===== src/rtl/pds_pkg.sv =====
package pds_pkg;

    localparam int unsigned IN_W  = 32;
    localparam int unsigned M_W   = 10;
    localparam int unsigned N_W   = 4;
    localparam int unsigned C_W   = 10;
    localparam int unsigned ACH_W = 31;

    localparam logic [31:0] PFD_MIN_HZ  = 32'd5000000;
    localparam logic [31:0] VCO_LOW_HZ  = 32'd600000000;
    localparam logic [31:0] VCO_HIGH_HZ = 32'd1300000000;

    typedef enum logic [3:0] {
        S_IDLE,
        S_NCHK,
        S_MCHK,
        S_DIV0,
        S_CAND,
        S_MUL,
        S_CMP,
        S_FIN,
        S_DIV1,
        S_OUT
    } t_state;

    typedef struct packed {
        logic load;
        logic next_n;
        logic start_m;
        logic next_m;
        logic div_c0;
        logic div_fin;
        logic div_step;
        logic cand_init;
        logic cand_load;
        logic cand_next;
        logic mul_step;
        logic cand_update;
        logic out_load;
    } t_cmd;

    typedef struct packed {
        logic want_zero;
        logic n_done;
        logic pfd_low;
        logic m_done;
        logic vco_ok;
        logic div_last;
        logic cand_ok;
        logic cand_last;
        logic mul_last;
        logic better;
        logic have;
        logic out_free;
    } t_stat;

endpackage


===== src/rtl/pds_if.sv =====
interface pds_in_if;
    logic                       valid;
    logic                       ready;
    logic [pds_pkg::IN_W-1:0]   reference_hz;
    logic [pds_pkg::IN_W-1:0]   wanted_hz;

    modport source (output valid, output reference_hz, output wanted_hz, input ready);
    modport sink   (input valid, input reference_hz, input wanted_hz, output ready);
endinterface

interface pds_out_if;
    logic                       valid;
    logic                       ready;
    logic [pds_pkg::M_W-1:0]    divider_m;
    logic [pds_pkg::N_W-1:0]    divider_n;
    logic [pds_pkg::C_W-1:0]    divider_c;
    logic [pds_pkg::ACH_W-1:0]  achieved_hz;
    logic                       found;

    modport source (output valid, output divider_m, output divider_n, output divider_c,
                    output achieved_hz, output found, input ready);
    modport sink   (input valid, input divider_m, input divider_n, input divider_c,
                    input achieved_hz, input found, output ready);
endinterface


===== src/rtl/pds_ctrl.sv =====
module pds_ctrl (
    input  logic            i_clk,
    input  logic            i_rst_n,
    input  logic            i_in_valid,
    output logic            o_in_ready,
    input  pds_pkg::t_stat  i_stat,
    output pds_pkg::t_cmd   o_cmd
);

    pds_pkg::t_state r_state, n_state;

    always_ff @(posedge i_clk) begin
        if (!i_rst_n) begin
            r_state <= pds_pkg::S_IDLE;
        end else begin
            r_state <= n_state;
        end
    end

    always_comb begin
        n_state    = r_state;
        o_cmd      = '0;
        o_in_ready = 1'b0;
        case (r_state)
            pds_pkg::S_IDLE: begin
                o_in_ready = 1'b1;
                if (i_in_valid) begin
                    o_cmd.load = 1'b1;
                    n_state    = pds_pkg::S_NCHK;
                end
            end
            pds_pkg::S_NCHK: begin
                if (i_stat.want_zero || i_stat.n_done) begin
                    n_state = pds_pkg::S_FIN;
                end else if (i_stat.pfd_low) begin
                    o_cmd.next_n = 1'b1;
                end else begin
                    o_cmd.start_m = 1'b1;
                    n_state       = pds_pkg::S_MCHK;
                end
            end
            pds_pkg::S_MCHK: begin
                if (i_stat.m_done) begin
                    o_cmd.next_n = 1'b1;
                    n_state      = pds_pkg::S_NCHK;
                end else if (!i_stat.vco_ok) begin
                    o_cmd.next_m = 1'b1;
                end else begin
                    o_cmd.div_c0 = 1'b1;
                    n_state      = pds_pkg::S_DIV0;
                end
            end
            pds_pkg::S_DIV0: begin
                o_cmd.div_step = 1'b1;
                if (i_stat.div_last) begin
                    o_cmd.cand_init = 1'b1;
                    n_state         = pds_pkg::S_CAND;
                end
            end
            pds_pkg::S_CAND: begin
                if (i_stat.cand_ok) begin
                    o_cmd.cand_load = 1'b1;
                    n_state         = pds_pkg::S_MUL;
                end else begin
                    o_cmd.cand_next = 1'b1;
                    if (i_stat.cand_last) begin
                        o_cmd.next_m = 1'b1;
                        n_state      = pds_pkg::S_MCHK;
                    end
                end
            end
            pds_pkg::S_MUL: begin
                o_cmd.mul_step = 1'b1;
                if (i_stat.mul_last) begin
                    n_state = pds_pkg::S_CMP;
                end
            end
            pds_pkg::S_CMP: begin
                o_cmd.cand_update = i_stat.better;
                o_cmd.cand_next   = 1'b1;
                if (i_stat.cand_last) begin
                    o_cmd.next_m = 1'b1;
                    n_state      = pds_pkg::S_MCHK;
                end else begin
                    n_state = pds_pkg::S_CAND;
                end
            end
            pds_pkg::S_FIN: begin
                if (i_stat.have) begin
                    o_cmd.div_fin = 1'b1;
                    n_state       = pds_pkg::S_DIV1;
                end else begin
                    n_state = pds_pkg::S_OUT;
                end
            end
            pds_pkg::S_DIV1: begin
                o_cmd.div_step = 1'b1;
                if (i_stat.div_last) begin
                    n_state = pds_pkg::S_OUT;
                end
            end
            pds_pkg::S_OUT: begin
                if (i_stat.out_free) begin
                    o_cmd.out_load = 1'b1;
                    n_state        = pds_pkg::S_IDLE;
                end
            end
            default: begin
                n_state = pds_pkg::S_IDLE;
            end
        endcase
    end

endmodule


===== src/rtl/pds_datapath.sv =====
module pds_datapath #(
    parameter int unsigned PREDIV_MAX  = 10,
    parameter int unsigned MULT_MAX    = 512,
    parameter int unsigned POSTDIV_MAX = 512
) (
    input  logic                        i_clk,
    input  logic                        i_rst_n,
    input  pds_pkg::t_cmd               i_cmd,
    output pds_pkg::t_stat              o_stat,
    input  logic [pds_pkg::IN_W-1:0]    i_reference_hz,
    input  logic [pds_pkg::IN_W-1:0]    i_wanted_hz,
    input  logic                        i_out_ready,
    output logic                        o_out_valid,
    output logic [pds_pkg::M_W-1:0]     o_divider_m,
    output logic [pds_pkg::N_W-1:0]     o_divider_n,
    output logic [pds_pkg::C_W-1:0]     o_divider_c,
    output logic [pds_pkg::ACH_W-1:0]   o_achieved_hz,
    output logic                        o_found
);

    localparam int unsigned NCW = $clog2(PREDIV_MAX + 2);
    localparam int unsigned NW  = $clog2(PREDIV_MAX + 1);
    localparam int unsigned MCW = $clog2(MULT_MAX + 2);
    localparam int unsigned MW  = $clog2(MULT_MAX + 1);
    localparam int unsigned CW  = $clog2(POSTDIV_MAX + 1);
    localparam int unsigned VW  = pds_pkg::IN_W + MW;
    localparam int unsigned TW  = pds_pkg::IN_W + NW;
    localparam int unsigned DW  = ((VW > TW) ? VW : TW) + 2;
    localparam int unsigned DNW = NW + CW;
    localparam int unsigned NMW = TW + 1;
    localparam int unsigned SW  = TW + 3;
    localparam int unsigned PW  = NMW + DNW;
    localparam int unsigned DCW = $clog2(DW);
    localparam int unsigned MUW = $clog2(DNW);

    // Offset of the post-divider candidate from the rounded quotient.
    localparam logic [1:0] K_BELOW = 2'd0;
    localparam logic [1:0] K_AT    = 2'd1;
    localparam logic [1:0] K_ABOVE = 2'd2;

    logic [pds_pkg::IN_W-1:0] r_ref, r_want;
    logic [NCW-1:0]           r_n;
    logic [MCW-1:0]           r_m;
    logic [VW-1:0]            r_vnum;
    logic [TW-1:0]            r_tn;
    logic [DW-1:0]            r_pfd, r_lo, r_hi;

    logic [DW:0]              r_rem;
    logic [DW-1:0]            r_quo, r_dvs;
    logic [DCW-1:0]           r_dcnt;

    logic [1:0]               r_k;
    logic [CW-1:0]            r_c;
    logic [NMW-1:0]           r_cnum;
    logic [DNW-1:0]           r_cden;

    logic [MUW-1:0]           r_mcnt;
    logic [PW-1:0]            r_a1, r_a2, r_sh1, r_sh2;
    logic [DNW-1:0]           r_bd, r_dd;

    logic                     r_have;
    logic [NMW-1:0]           r_bnum;
    logic [DNW-1:0]           r_bden;
    logic [MW-1:0]            r_bm;
    logic [NW-1:0]            r_bn;
    logic [CW-1:0]            r_bc;
    logic [VW-1:0]            r_bvnum;

    logic                     r_ov;

    logic [DW:0]              w_rem_sh;
    logic [DW:0]              w_ck;
    logic signed [SW-1:0]     w_diff, w_d0, w_tn_s, w_dk, w_abs;
    logic [DNW-1:0]           w_den;

    always_comb begin
        w_rem_sh = {r_rem[DW-1:0], r_quo[DW-1]};
        w_ck     = (DW+1)'(r_quo) + (DW+1)'(r_k) - (DW+1)'(1);
        // The division remainder gives vco minus wanted*c0, doubled and offset.
        w_tn_s   = $signed({3'b000, r_tn});
        w_diff   = $signed({2'b00, r_rem[TW:0]}) - w_tn_s;
        w_d0     = w_diff >>> 1;
        case (r_k)
            K_BELOW: w_dk = w_d0 + w_tn_s;
            K_AT:    w_dk = w_d0;
            default: w_dk = w_d0 - w_tn_s;
        endcase
        w_abs    = w_dk[SW-1] ? -w_dk : w_dk;
        w_den    = DNW'(r_n[NW-1:0]) * DNW'(w_ck[CW-1:0]);
    end

    always_comb begin
        o_stat.want_zero = (r_want == '0);
        o_stat.n_done    = (r_n > NCW'(PREDIV_MAX));
        o_stat.pfd_low   = (DW'(r_ref) < r_pfd);
        o_stat.m_done    = (r_m > MCW'(MULT_MAX));
        o_stat.vco_ok    = (DW'(r_vnum) >= r_lo) && (DW'(r_vnum) <= r_hi);
        o_stat.div_last  = (r_dcnt == DCW'(DW - 1));
        o_stat.cand_ok   = (w_ck != '0) && (w_ck <= (DW+1)'(POSTDIV_MAX));
        o_stat.cand_last = (r_k == K_ABOVE);
        o_stat.mul_last  = (r_mcnt == MUW'(DNW - 1));
        o_stat.better    = !r_have || (r_a1 < r_a2);
        o_stat.have      = r_have;
        o_stat.out_free  = !r_ov || i_out_ready;
    end

    always_ff @(posedge i_clk) begin
        if (!i_rst_n) begin
            r_ov <= 1'b0;
        end else if (i_cmd.out_load) begin
            r_ov <= 1'b1;
        end else if (i_out_ready) begin
            r_ov <= 1'b0;
        end
    end

    always_ff @(posedge i_clk) begin
        if (i_cmd.load) begin
            r_ref   <= i_reference_hz;
            r_want  <= i_wanted_hz;
            r_n     <= NCW'(1);
            r_tn    <= TW'(i_wanted_hz);
            r_pfd   <= DW'(pds_pkg::PFD_MIN_HZ);
            r_lo    <= DW'(pds_pkg::VCO_LOW_HZ);
            r_hi    <= DW'(pds_pkg::VCO_HIGH_HZ);
            r_have  <= 1'b0;
            r_bnum  <= '0;
            r_bden  <= DNW'(1);
            r_bm    <= '0;
            r_bn    <= NW'(1);
            r_bc    <= CW'(1);
        end
        if (i_cmd.next_n) begin
            r_n   <= r_n + NCW'(1);
            r_tn  <= r_tn + TW'(r_want);
            r_pfd <= r_pfd + DW'(pds_pkg::PFD_MIN_HZ);
            r_lo  <= r_lo + DW'(pds_pkg::VCO_LOW_HZ);
            r_hi  <= r_hi + DW'(pds_pkg::VCO_HIGH_HZ);
        end
        if (i_cmd.start_m) begin
            r_m    <= MCW'(1);
            r_vnum <= VW'(r_ref);
        end
        if (i_cmd.next_m) begin
            r_m    <= r_m + MCW'(1);
            r_vnum <= r_vnum + VW'(r_ref);
        end

        // Restoring divider, one quotient bit a cycle; dividend bits shift out of r_quo.
        if (i_cmd.div_c0) begin
            r_quo  <= DW'({r_vnum, 1'b0}) + DW'(r_tn);
            r_dvs  <= DW'({r_tn, 1'b0});
            r_rem  <= '0;
            r_dcnt <= '0;
        end
        if (i_cmd.div_fin) begin
            r_quo  <= DW'({r_bvnum, 1'b0}) + DW'(r_bden);
            r_dvs  <= DW'({r_bden, 1'b0});
            r_rem  <= '0;
            r_dcnt <= '0;
        end
        if (i_cmd.div_step) begin
            if (w_rem_sh >= (DW+1)'(r_dvs)) begin
                r_rem <= w_rem_sh - (DW+1)'(r_dvs);
                r_quo <= {r_quo[DW-2:0], 1'b1};
            end else begin
                r_rem <= w_rem_sh;
                r_quo <= {r_quo[DW-2:0], 1'b0};
            end
            r_dcnt <= r_dcnt + DCW'(1);
        end

        if (i_cmd.cand_init) begin
            r_k <= K_BELOW;
        end
        if (i_cmd.cand_next) begin
            r_k <= r_k + 2'd1;
        end

        // Both cross products are formed by shift and add over the denominator bits.
        if (i_cmd.cand_load) begin
            r_c    <= w_ck[CW-1:0];
            r_cnum <= w_abs[NMW-1:0];
            r_cden <= w_den;
            r_sh1  <= PW'(w_abs[NMW-1:0]);
            r_sh2  <= PW'(r_bnum);
            r_bd   <= r_bden;
            r_dd   <= w_den;
            r_a1   <= '0;
            r_a2   <= '0;
            r_mcnt <= '0;
        end
        if (i_cmd.mul_step) begin
            if (r_bd[0]) begin
                r_a1 <= r_a1 + r_sh1;
            end
            if (r_dd[0]) begin
                r_a2 <= r_a2 + r_sh2;
            end
            r_sh1  <= r_sh1 << 1;
            r_sh2  <= r_sh2 << 1;
            r_bd   <= r_bd >> 1;
            r_dd   <= r_dd >> 1;
            r_mcnt <= r_mcnt + MUW'(1);
        end

        if (i_cmd.cand_update) begin
            r_have  <= 1'b1;
            r_bnum  <= r_cnum;
            r_bden  <= r_cden;
            r_bm    <= r_m[MW-1:0];
            r_bn    <= r_n[NW-1:0];
            r_bc    <= r_c;
            r_bvnum <= r_vnum;
        end

        if (i_cmd.out_load) begin
            o_divider_m   <= pds_pkg::M_W'(r_bm);
            o_divider_n   <= pds_pkg::N_W'(r_bn);
            o_divider_c   <= pds_pkg::C_W'(r_bc);
            o_achieved_hz <= r_have ? r_quo[pds_pkg::ACH_W-1:0] : '0;
            o_found       <= r_have;
        end
    end

    assign o_out_valid = r_ov;

endmodule


===== src/rtl/pll_divider_search_core.sv =====
// Search order: a zero wanted frequency skips to the result; otherwise each pre-divider and
// multiplier is tried in turn, a serial division is run per multiplier with the VCO in range, each
// in-range post-divider candidate gets an exact error compare, and a final division of the best
// candidate gives the achieved frequency.
// One word is searched at a time; the result register lets the next word enter.
// Synchronous active-low reset returns the controller to idle and empties the result.
module pll_divider_search_core #(
    parameter int unsigned PREDIV_MAX  = 10,
    parameter int unsigned MULT_MAX    = 512,
    parameter int unsigned POSTDIV_MAX = 512
) (
    input  logic        i_clk,
    input  logic        i_rst_n,
    pds_in_if.sink      i_in,
    pds_out_if.source   o_out
);

    pds_pkg::t_cmd  w_cmd;
    pds_pkg::t_stat w_stat;

    pds_ctrl u_ctrl (
        .i_clk      (i_clk),
        .i_rst_n    (i_rst_n),
        .i_in_valid (i_in.valid),
        .o_in_ready (i_in.ready),
        .i_stat     (w_stat),
        .o_cmd      (w_cmd)
    );

    pds_datapath #(
        .PREDIV_MAX  (PREDIV_MAX),
        .MULT_MAX    (MULT_MAX),
        .POSTDIV_MAX (POSTDIV_MAX)
    ) u_datapath (
        .i_clk          (i_clk),
        .i_rst_n        (i_rst_n),
        .i_cmd          (w_cmd),
        .o_stat         (w_stat),
        .i_reference_hz (i_in.reference_hz),
        .i_wanted_hz    (i_in.wanted_hz),
        .i_out_ready    (o_out.ready),
        .o_out_valid    (o_out.valid),
        .o_divider_m    (o_out.divider_m),
        .o_divider_n    (o_out.divider_n),
        .o_divider_c    (o_out.divider_c),
        .o_achieved_hz  (o_out.achieved_hz),
        .o_found        (o_out.found)
    );

endmodule


===== src/flat_wrapper.sv =====
// flat-port wrapper written by rule: the top's interface ports become plain ports
module pll_divider_search_core_flat 
#(
    parameter int unsigned PREDIV_MAX  = 10,
    parameter int unsigned MULT_MAX    = 512,
    parameter int unsigned POSTDIV_MAX = 512
)
  (i_clk, i_rst_n, i_in_valid, i_in_reference_hz, i_in_wanted_hz, i_in_ready, o_out_valid, o_out_divider_m, o_out_divider_n, o_out_divider_c, o_out_achieved_hz, o_out_found, o_out_ready);
  pds_in_if i_in_i ();
  pds_out_if o_out_i ();
  input  logic i_clk;
  input  logic i_rst_n;
  input wire logic [$bits(i_in_i.valid)-1:0] i_in_valid;
  input wire logic [$bits(i_in_i.reference_hz)-1:0] i_in_reference_hz;
  input wire logic [$bits(i_in_i.wanted_hz)-1:0] i_in_wanted_hz;
  output wire logic [$bits(i_in_i.ready)-1:0] i_in_ready;
  output wire logic [$bits(o_out_i.valid)-1:0] o_out_valid;
  output wire logic [$bits(o_out_i.divider_m)-1:0] o_out_divider_m;
  output wire logic [$bits(o_out_i.divider_n)-1:0] o_out_divider_n;
  output wire logic [$bits(o_out_i.divider_c)-1:0] o_out_divider_c;
  output wire logic [$bits(o_out_i.achieved_hz)-1:0] o_out_achieved_hz;
  output wire logic [$bits(o_out_i.found)-1:0] o_out_found;
  input wire logic [$bits(o_out_i.ready)-1:0] o_out_ready;
  assign i_in_i.valid = i_in_valid;
  assign i_in_i.reference_hz = i_in_reference_hz;
  assign i_in_i.wanted_hz = i_in_wanted_hz;
  assign i_in_ready = i_in_i.ready;
  assign o_out_valid = o_out_i.valid;
  assign o_out_divider_m = o_out_i.divider_m;
  assign o_out_divider_n = o_out_i.divider_n;
  assign o_out_divider_c = o_out_i.divider_c;
  assign o_out_achieved_hz = o_out_i.achieved_hz;
  assign o_out_found = o_out_i.found;
  assign o_out_i.ready = o_out_ready;
  pll_divider_search_core #(.PREDIV_MAX(PREDIV_MAX), .MULT_MAX(MULT_MAX), .POSTDIV_MAX(POSTDIV_MAX)) u_core (.i_clk(i_clk), .i_rst_n(i_rst_n), .i_in(i_in_i), .o_out(o_out_i));
endmodule

===== config.mk =====
export PLATFORM = sky130hd
export DESIGN_NAME = pll_divider_search_core_flat
export DESIGN_NICKNAME = d
export VERILOG_FILES = /design/src/rtl/pds_pkg.sv /design/src/rtl/pds_if.sv /design/src/rtl/pds_ctrl.sv /design/src/rtl/pds_datapath.sv /design/src/rtl/pll_divider_search_core.sv /design/src/flat_wrapper.sv
export SDC_FILE = /design/constraint.sdc
export NUM_CORES = 2
export LEC_CHECK = 0
export ABC_AREA = 0
export BUFFER_PORTS_ARGS = -buffer_cell sky130_fd_sc_hd__buf_4
export CAP_MARGIN = 25
export CORE_MARGIN = 5
export CORE_UTILIZATION = 60
export CTS_CLUSTER_DIAMETER = 50
export CTS_CLUSTER_SIZE = 20
export DETAILED_ROUTE_END_ITERATION = 6
export PLACE_DENSITY = 0.85
export SETUP_SLACK_MARGIN = 0.3
export SYNTH_ARGS = -nofsm -noshare
export SYNTH_HDL_FRONTEND = slang
export SYNTH_HIERARCHICAL = 1
export SYNTH_SLANG_ARGS = --single-unit

===== constraint.sdc =====
create_clock -name i_clk -period 10.9 [get_ports i_clk]
set_clock_uncertainty 0.1 [all_clocks]
set_input_delay 0.545 -clock i_clk [delete_from_list [all_inputs] [get_ports i_clk]]
set_output_delay 0.545 -clock i_clk [all_outputs]
set_load 0.005 [all_outputs]

# Word-level counts from Yosys, hierarchy flattened
# Index checks and enable logic that the tools add are counted.
# totals
out_inout_bits	58
inputBits	68
reg_bits	896
wordCells	216
# classes
multipliers	1
n_mux	101
add_sub_neg	21
n_lt_le_gt_ge	8
n_reduce_logical	21
n_eq_ne	21
# op_table
op	count
44-bit 2-to-1 mux	13
51-bit 2-to-1 mux	10
37-bit 2-to-1 mux	3
51-bit adder	2
42-bit 2-to-1 mux	2
39-bit case mux with 2 select lines	1
36-bit 2-to-1 mux	2
4-bit 2-to-1 mux	16
10-bit 2-to-1 mux	6
13-bit 2-to-1 mux	4
51-bit less-than comparator	1
44-bit by 2-bit adder with 45-bit output	1
45-bit by 37-bit >= comparator with 1-bit output	1
45-bit by 10-bit less-or-equal comparator with 1-bit output (second input constant)	1
45-bit nonzero test	1
45-bit by 1-bit subtractor with 45-bit output (second input constant)	1
43-bit by 14-bit adder with 44-bit output	1
43-bit by 36-bit adder with 44-bit output	1
44-bit by 23-bit adder with 44-bit output (second input constant)	1
44-bit by 30-bit adder with 44-bit output (second input constant)	1
44-bit by 31-bit adder with 44-bit output (second input constant)	1
42-bit by 44-bit >= comparator with 1-bit output	1
42-bit by 44-bit less-or-equal comparator with 1-bit output	1
32-bit by 44-bit less-than comparator with 1-bit output	1
other kinds (42)	100

# Longest topological paths before layout
# logic_depth
word_depth	9
ltp_mapped	26
mapped_depth_nobuf	24

# Modules after synthesis
# The synthesis kept the hierarchy.
# modules_own_cells
mod	cells_per_inst	seq_area_each_um2	n_inst	area_per_inst_um2
pds_datapath	6295	24793.8	1	60860.9
pds_ctrl	77	80.1	1	600.6

# Least setup slack after synthesis
# OpenSTA, ideal clock, no wires.
# synth_timing
path_type	register to register
start	register u_core.u_datapath.r_k[1]
end	register u_core.u_datapath.r_bd[0], enable pin
stages_incl_launch_ff	24
n_path_buf	3
setup_slack_ns	1.066
setup_time_ns	0.494
arrival_ns	9.240
period_less_slack_ns	9.834
required_ns	10.306
cell_sequence	edfxtp_1 -> inv_1 -> ha_1 -> inv_1 -> ha_1 -> fa_1 -> a21o_1 -> a21oi_1 -> xnor2_1 -> or4_1 -> or3_1 -> xor2_1 -> nand4_1 -> nor4_1 -> nand4_1 -> nor4_1 -> o2111ai_1 -> a2111oi_2 -> and3_1 -> clkbuf_1 -> inv_1 -> clkbuf_1 -> clkbuf_1 -> nand2_1
# synth_rtl
item	line_no	rtl
start, declared	pds_datapath.sv:52	logic [1:0] r_k;
start signal, assigned	pds_datapath.sv:177	r_k <= r_k + 2'd1;
end signal, assigned	pds_datapath.sv:187	r_bd <= r_bden;
end signal, assigned	pds_datapath.sv:202	r_bd <= r_bd >> 1;
end, declared	pds_datapath.sv:59	logic [DNW-1:0] r_bd, r_dd;

==> impl_metrics.csv <==
group,metric,value,unit
die,rows,117,
cts,root_buffer,"clkbuf_16",
route,detail-route-antenna-nets,0,
die,die_h,330,um
worst_setup_path,worstPathArrival,8.22,ns
place,place_congestion,0.968,
die,start_util,60.4,%
sta,final-setup-viol-count,0,
grt,grt_pass1_wl,262000,um
sta,hold_ws,0.0346,ns
synthesis,synth_flop_cell,"edfxtp_1",
worst_setup_path,r2r_slack,2.89,ns
layout,area_growth,10.1,%
synthesis,netlist_instances,6372,
grt,gr-total-overflow,0,
cts,clk_pin_slew_worst_paths,0.08,ns
grt,grt_max_degree,90,
worst_setup_path,required,11.11,ns
worst_setup_path,regToRegStartpoint,"u_core/u_datapath/r_k[1]",
die,io_pins,126,
worst_setup_path,end_kind,"flip-flop",
cts,clock-sinks,873,
cts,clk_path_buf_depth,3,
grt,antenna_found_initial,2,
layout,fin_area,67700,um^2
sta,fin_tns_setup,0,ns
synthesis,netlist_area,61500,um^2
outcome,violations,"design-rule violations",
route,drc,3,
synthesis,ys_async_sr_fraction,0,%
die,fp.dieW,330,um
worst_setup_path,crit_end,"u_core/u_datapath/r_dd[6]",
sta,timing.final.hold_violations,0,
sta,period_needed,8.01,ns
synthesis,synth.area.mux_share,2.49,%
place,port_buffers,125,
worst_setup_path,r2r_cells,21,
grt,grt_use_total,29.7,%
route,wl_per_cell,20.9,um
route,wl,166000,um
cts,hold_buffers,64,
route,vias,49800,
synthesis,yosysUniqueCellTypes,124,
route,initialDrtViolationCount,4670,
outcome,status,"finished, violations left",
grt,grt_pass1_vias,48000,
synthesis,synthSimpleGateAreaFrac,15.9,%
synthesis,synth_fp_nets,7007,
route,firstDrtPassIters,7,
layout,fin_nets,7106,
worst_setup_path,worstSetupStartpointType,"flip-flop",
sta,worst_slew_pin_slew,1.16,ns
synthesis,synth-compound-area-share,18.2,%
flow_run,cap_violations,0,
die,die_area,109000,um^2
sta,slew_viol_final,0,
route,vias_per_cell,6.29,
worst_setup_path,path_max_fanout,70,
place,dp_hpwl,121000,um
cts,post_cts_resize_count,0,
synthesis,yosysSeqAreaShare,40.5,%
sta,rsz0062_at_grt,"false",
synthesis,synth-edff-count,739,
cts,cts_setup_buffers,0,
worst_setup_path,crit_start,"u_core/u_datapath/r_k[1]",
synthesis,yosys_warnings,6,
sta,fmax,125,MHz
synthesis,synth_top_family_by_area,"compound AO/OA/AOI/OAI gates",
worst_setup_path,rr_endpoint,"u_core/u_datapath/r_dd[6]",
place,placed_cell_area,63500,um^2
synthesis,synth_adder_area_share,11.9,%
synthesis,synth_seq_cells,873,
synthesis,synth.avg_cell_area,9.65,um^2
cts,cts_made_buffers,99,
worst_hold_path,hp-class,"primary input to flip-flop",
worst_setup_path,path_class,"flip-flop to flip-flop",
die,coreArea,102000,um^2
layout,layout-drive-gt1-share,8.34,%
synthesis,synthXorXnorAreaFrac,7.07,%
sta,post-route-period-util,73.5,%
sta,relSlewSlack,22.7,%
cts,insertion_delay,0.71,ns
cts,cts_tree,"yes",
cts,htreeDepth,3,
[Yosys cell counts, types with 27 or more instances]
| master | n | share of area, % |
|---|---|---|
| nand4_1 | 95 | 0.97 |
| o21ai_0 | 367 | 3.0 |
| xnor2_1 | 339 | 4.8 |
| a22o_1 | 42 | 0.60 |
| o21a_1 | 46 | 0.56 |
| a211oi_1 | 44 | 0.54 |
| nor4_1 | 33 | 0.34 |
| ha_1 | 541 | 11 |
| or3_1 | 42 | 0.43 |
| a21boi_0 | 46 | 0.56 |
| nand3_1 | 208 | 1.7 |
| clkbuf_1 | 189 | 1.2 |
| and3_1 | 64 | 0.65 |
| nand2_1 | 539 | 3.3 |
| mux2_2 | 84 | 1.5 |
| nor3_1 | 99 | 0.81 |
| inv_1 | 428 | 2.6 |
| a31oi_1 | 50 | 0.51 |
| and2_1 | 199 | 2.0 |
| xor2_1 | 155 | 2.2 |
| nor2_1 | 366 | 2.2 |
| o31ai_1 | 33 | 0.40 |
| o211ai_1 | 27 | 0.33 |
| edfxtp_1 | 739 | 36 |
| dfxtp_1 | 134 | 4.4 |
| nor2b_1 | 84 | 0.86 |
| nand2b_1 | 86 | 0.88 |
| a21o_1 | 267 | 3.3 |
| a21oi_1 | 460 | 3.7 |
| o21bai_1 | 61 | 0.75 |
| mux2i_1 | 57 | 0.93 |
[state kept, by name, summed over array words and instances, names as in the netlist, 31 cells and up]
signal	flops
u_core/u_datapath/r_a1	51
u_core/u_datapath/r_quo	44
u_core/u_datapath/r_bnum	37
u_core/u_datapath/r_bvnum	42
u_core/u_datapath/o_achieved_hz	31
u_core/u_datapath/r_pfd	38
u_core/u_datapath/r_sh1	51
u_core/u_datapath/r_vnum	42
u_core/u_datapath/r_a2	51
u_core/u_datapath/r_cnum	37
u_core/u_datapath/r_sh2	51
u_core/u_datapath/r_lo	35
u_core/u_datapath/r_want	32
u_core/u_datapath/r_tn	36
u_core/u_datapath/r_rem	44
u_core/u_datapath/r_hi	36
u_core/u_datapath/r_ref	32
u_core/u_datapath/r_dvs	36
[per-layer routing]
layer	wire (um)	track usage, %
met3	14200	5.47
met2	74800	47.9
met5	0	0
met1	69900	40.6
met4	6820	10.8
[metrics by stage]
stage | cells | setup slack, ns | utilization, %
4_1_cts | 7923 | 3.01 | 66.5
3_3_place_gp | 7673 | 3.20 | 62.4
6_report | 7928 | 2.89 | 66.5
3_5_place_dp | 7673 | 3.04 | 62.4
2_1_floorplan | 6372 | 1.07 | -
5_1_grt | 7924 | 2.38 | 66.5
[critical path, stage by stage (launching register included)]
cell and delay, ns:
edfxtp_1 0.35, inv_1 0.08, ha_1 0.29, inv_1 0.04, ha_1 0.21, fa_1 0.40
a21o_1 0.19, a21oi_1 0.27, xnor2_1 0.21, or4_1 0.53, or3_1 0.33, xor2_1 0.30
nand4_1 0.14, nor4_1 0.28, nand4_1 0.13, nor4_1 0.24, o2111ai_1 0.18, a2111oi_2 0.63
and3_4 0.59, inv_2 0.36, nand2_4 0.72, buf_4 0.84
[logic make-up (layout without fill, tap and decap cells)]
logic type / Yosys count / in the layout
AND/OR/NAND/NOR: 1931 / 1931
AO/OA/AOI/OAI: 1709 / 1709
flip-flops: 873 / 873
buffers and inverters: 655 / 839
adder cells (fa/ha/maj): 567 / 567
XOR/XNOR: 495 / 495
multiplexers: 142 / 142
other: 0 / 4
[cells in the final DEF, fill, tap and decap left out, types with 86 or more instances in the layout]
| cell type | n |
|---|---|
| xnor2_1 | 339 |
| nand4_1 | 95 |
| a21o_1 | 266 |
| clkbuf_16 | 100 |
| and2_1 | 198 |
| nor3_1 | 99 |
| o21ai_0 | 367 |
| nand2b_1 | 86 |
| nand2_1 | 534 |
| edfxtp_1 | 739 |
| xor2_1 | 155 |
| ha_1 | 540 |
| buf_4 | 157 |
| inv_1 | 426 |
| a21oi_1 | 460 |
| nand3_1 | 208 |
| nor2_1 | 363 |
| dfxtp_1 | 134 |
[worst min path at each step]
stage	slack, ns	from	cells past startpoint	endpoint
floorplan	0.30	u_core/u_datapath/r_bc[0]	0	u_core/u_datapath/o_divider_c[0]
global placement	0.30	u_core/u_datapath/r_bm[5]	0	u_core/u_datapath/o_divider_m[5]
detailed placement	0.30	u_core/u_datapath/r_bm[0]	0	u_core/u_datapath/o_divider_m[0]
CTS	0.0004	i_rst_n	3	u_core/u_ctrl/r_state[3]
global route	0.04	i_rst_n	3	u_core/u_ctrl/r_state[3]
finish	0.03	i_rst_n	3	u_core/u_ctrl/r_state[3]
[final cells by class]
cell class | instances | area (um^2)
clock inverter | 80 | 916
antenna | 4 | 10.0
fill | 7567 | 34100
inverter | 431 | 1620
tap | 1368 | 1710
sequential | 873 | 24900
clock buffer | 106 | 2550
timing repair buffer | 222 | 1850
multi-input combinational | 4844 | 34100
Power is not shown: default switching activity piles up to over one toggle a cycle in this logic, so the estimate is an artifact.
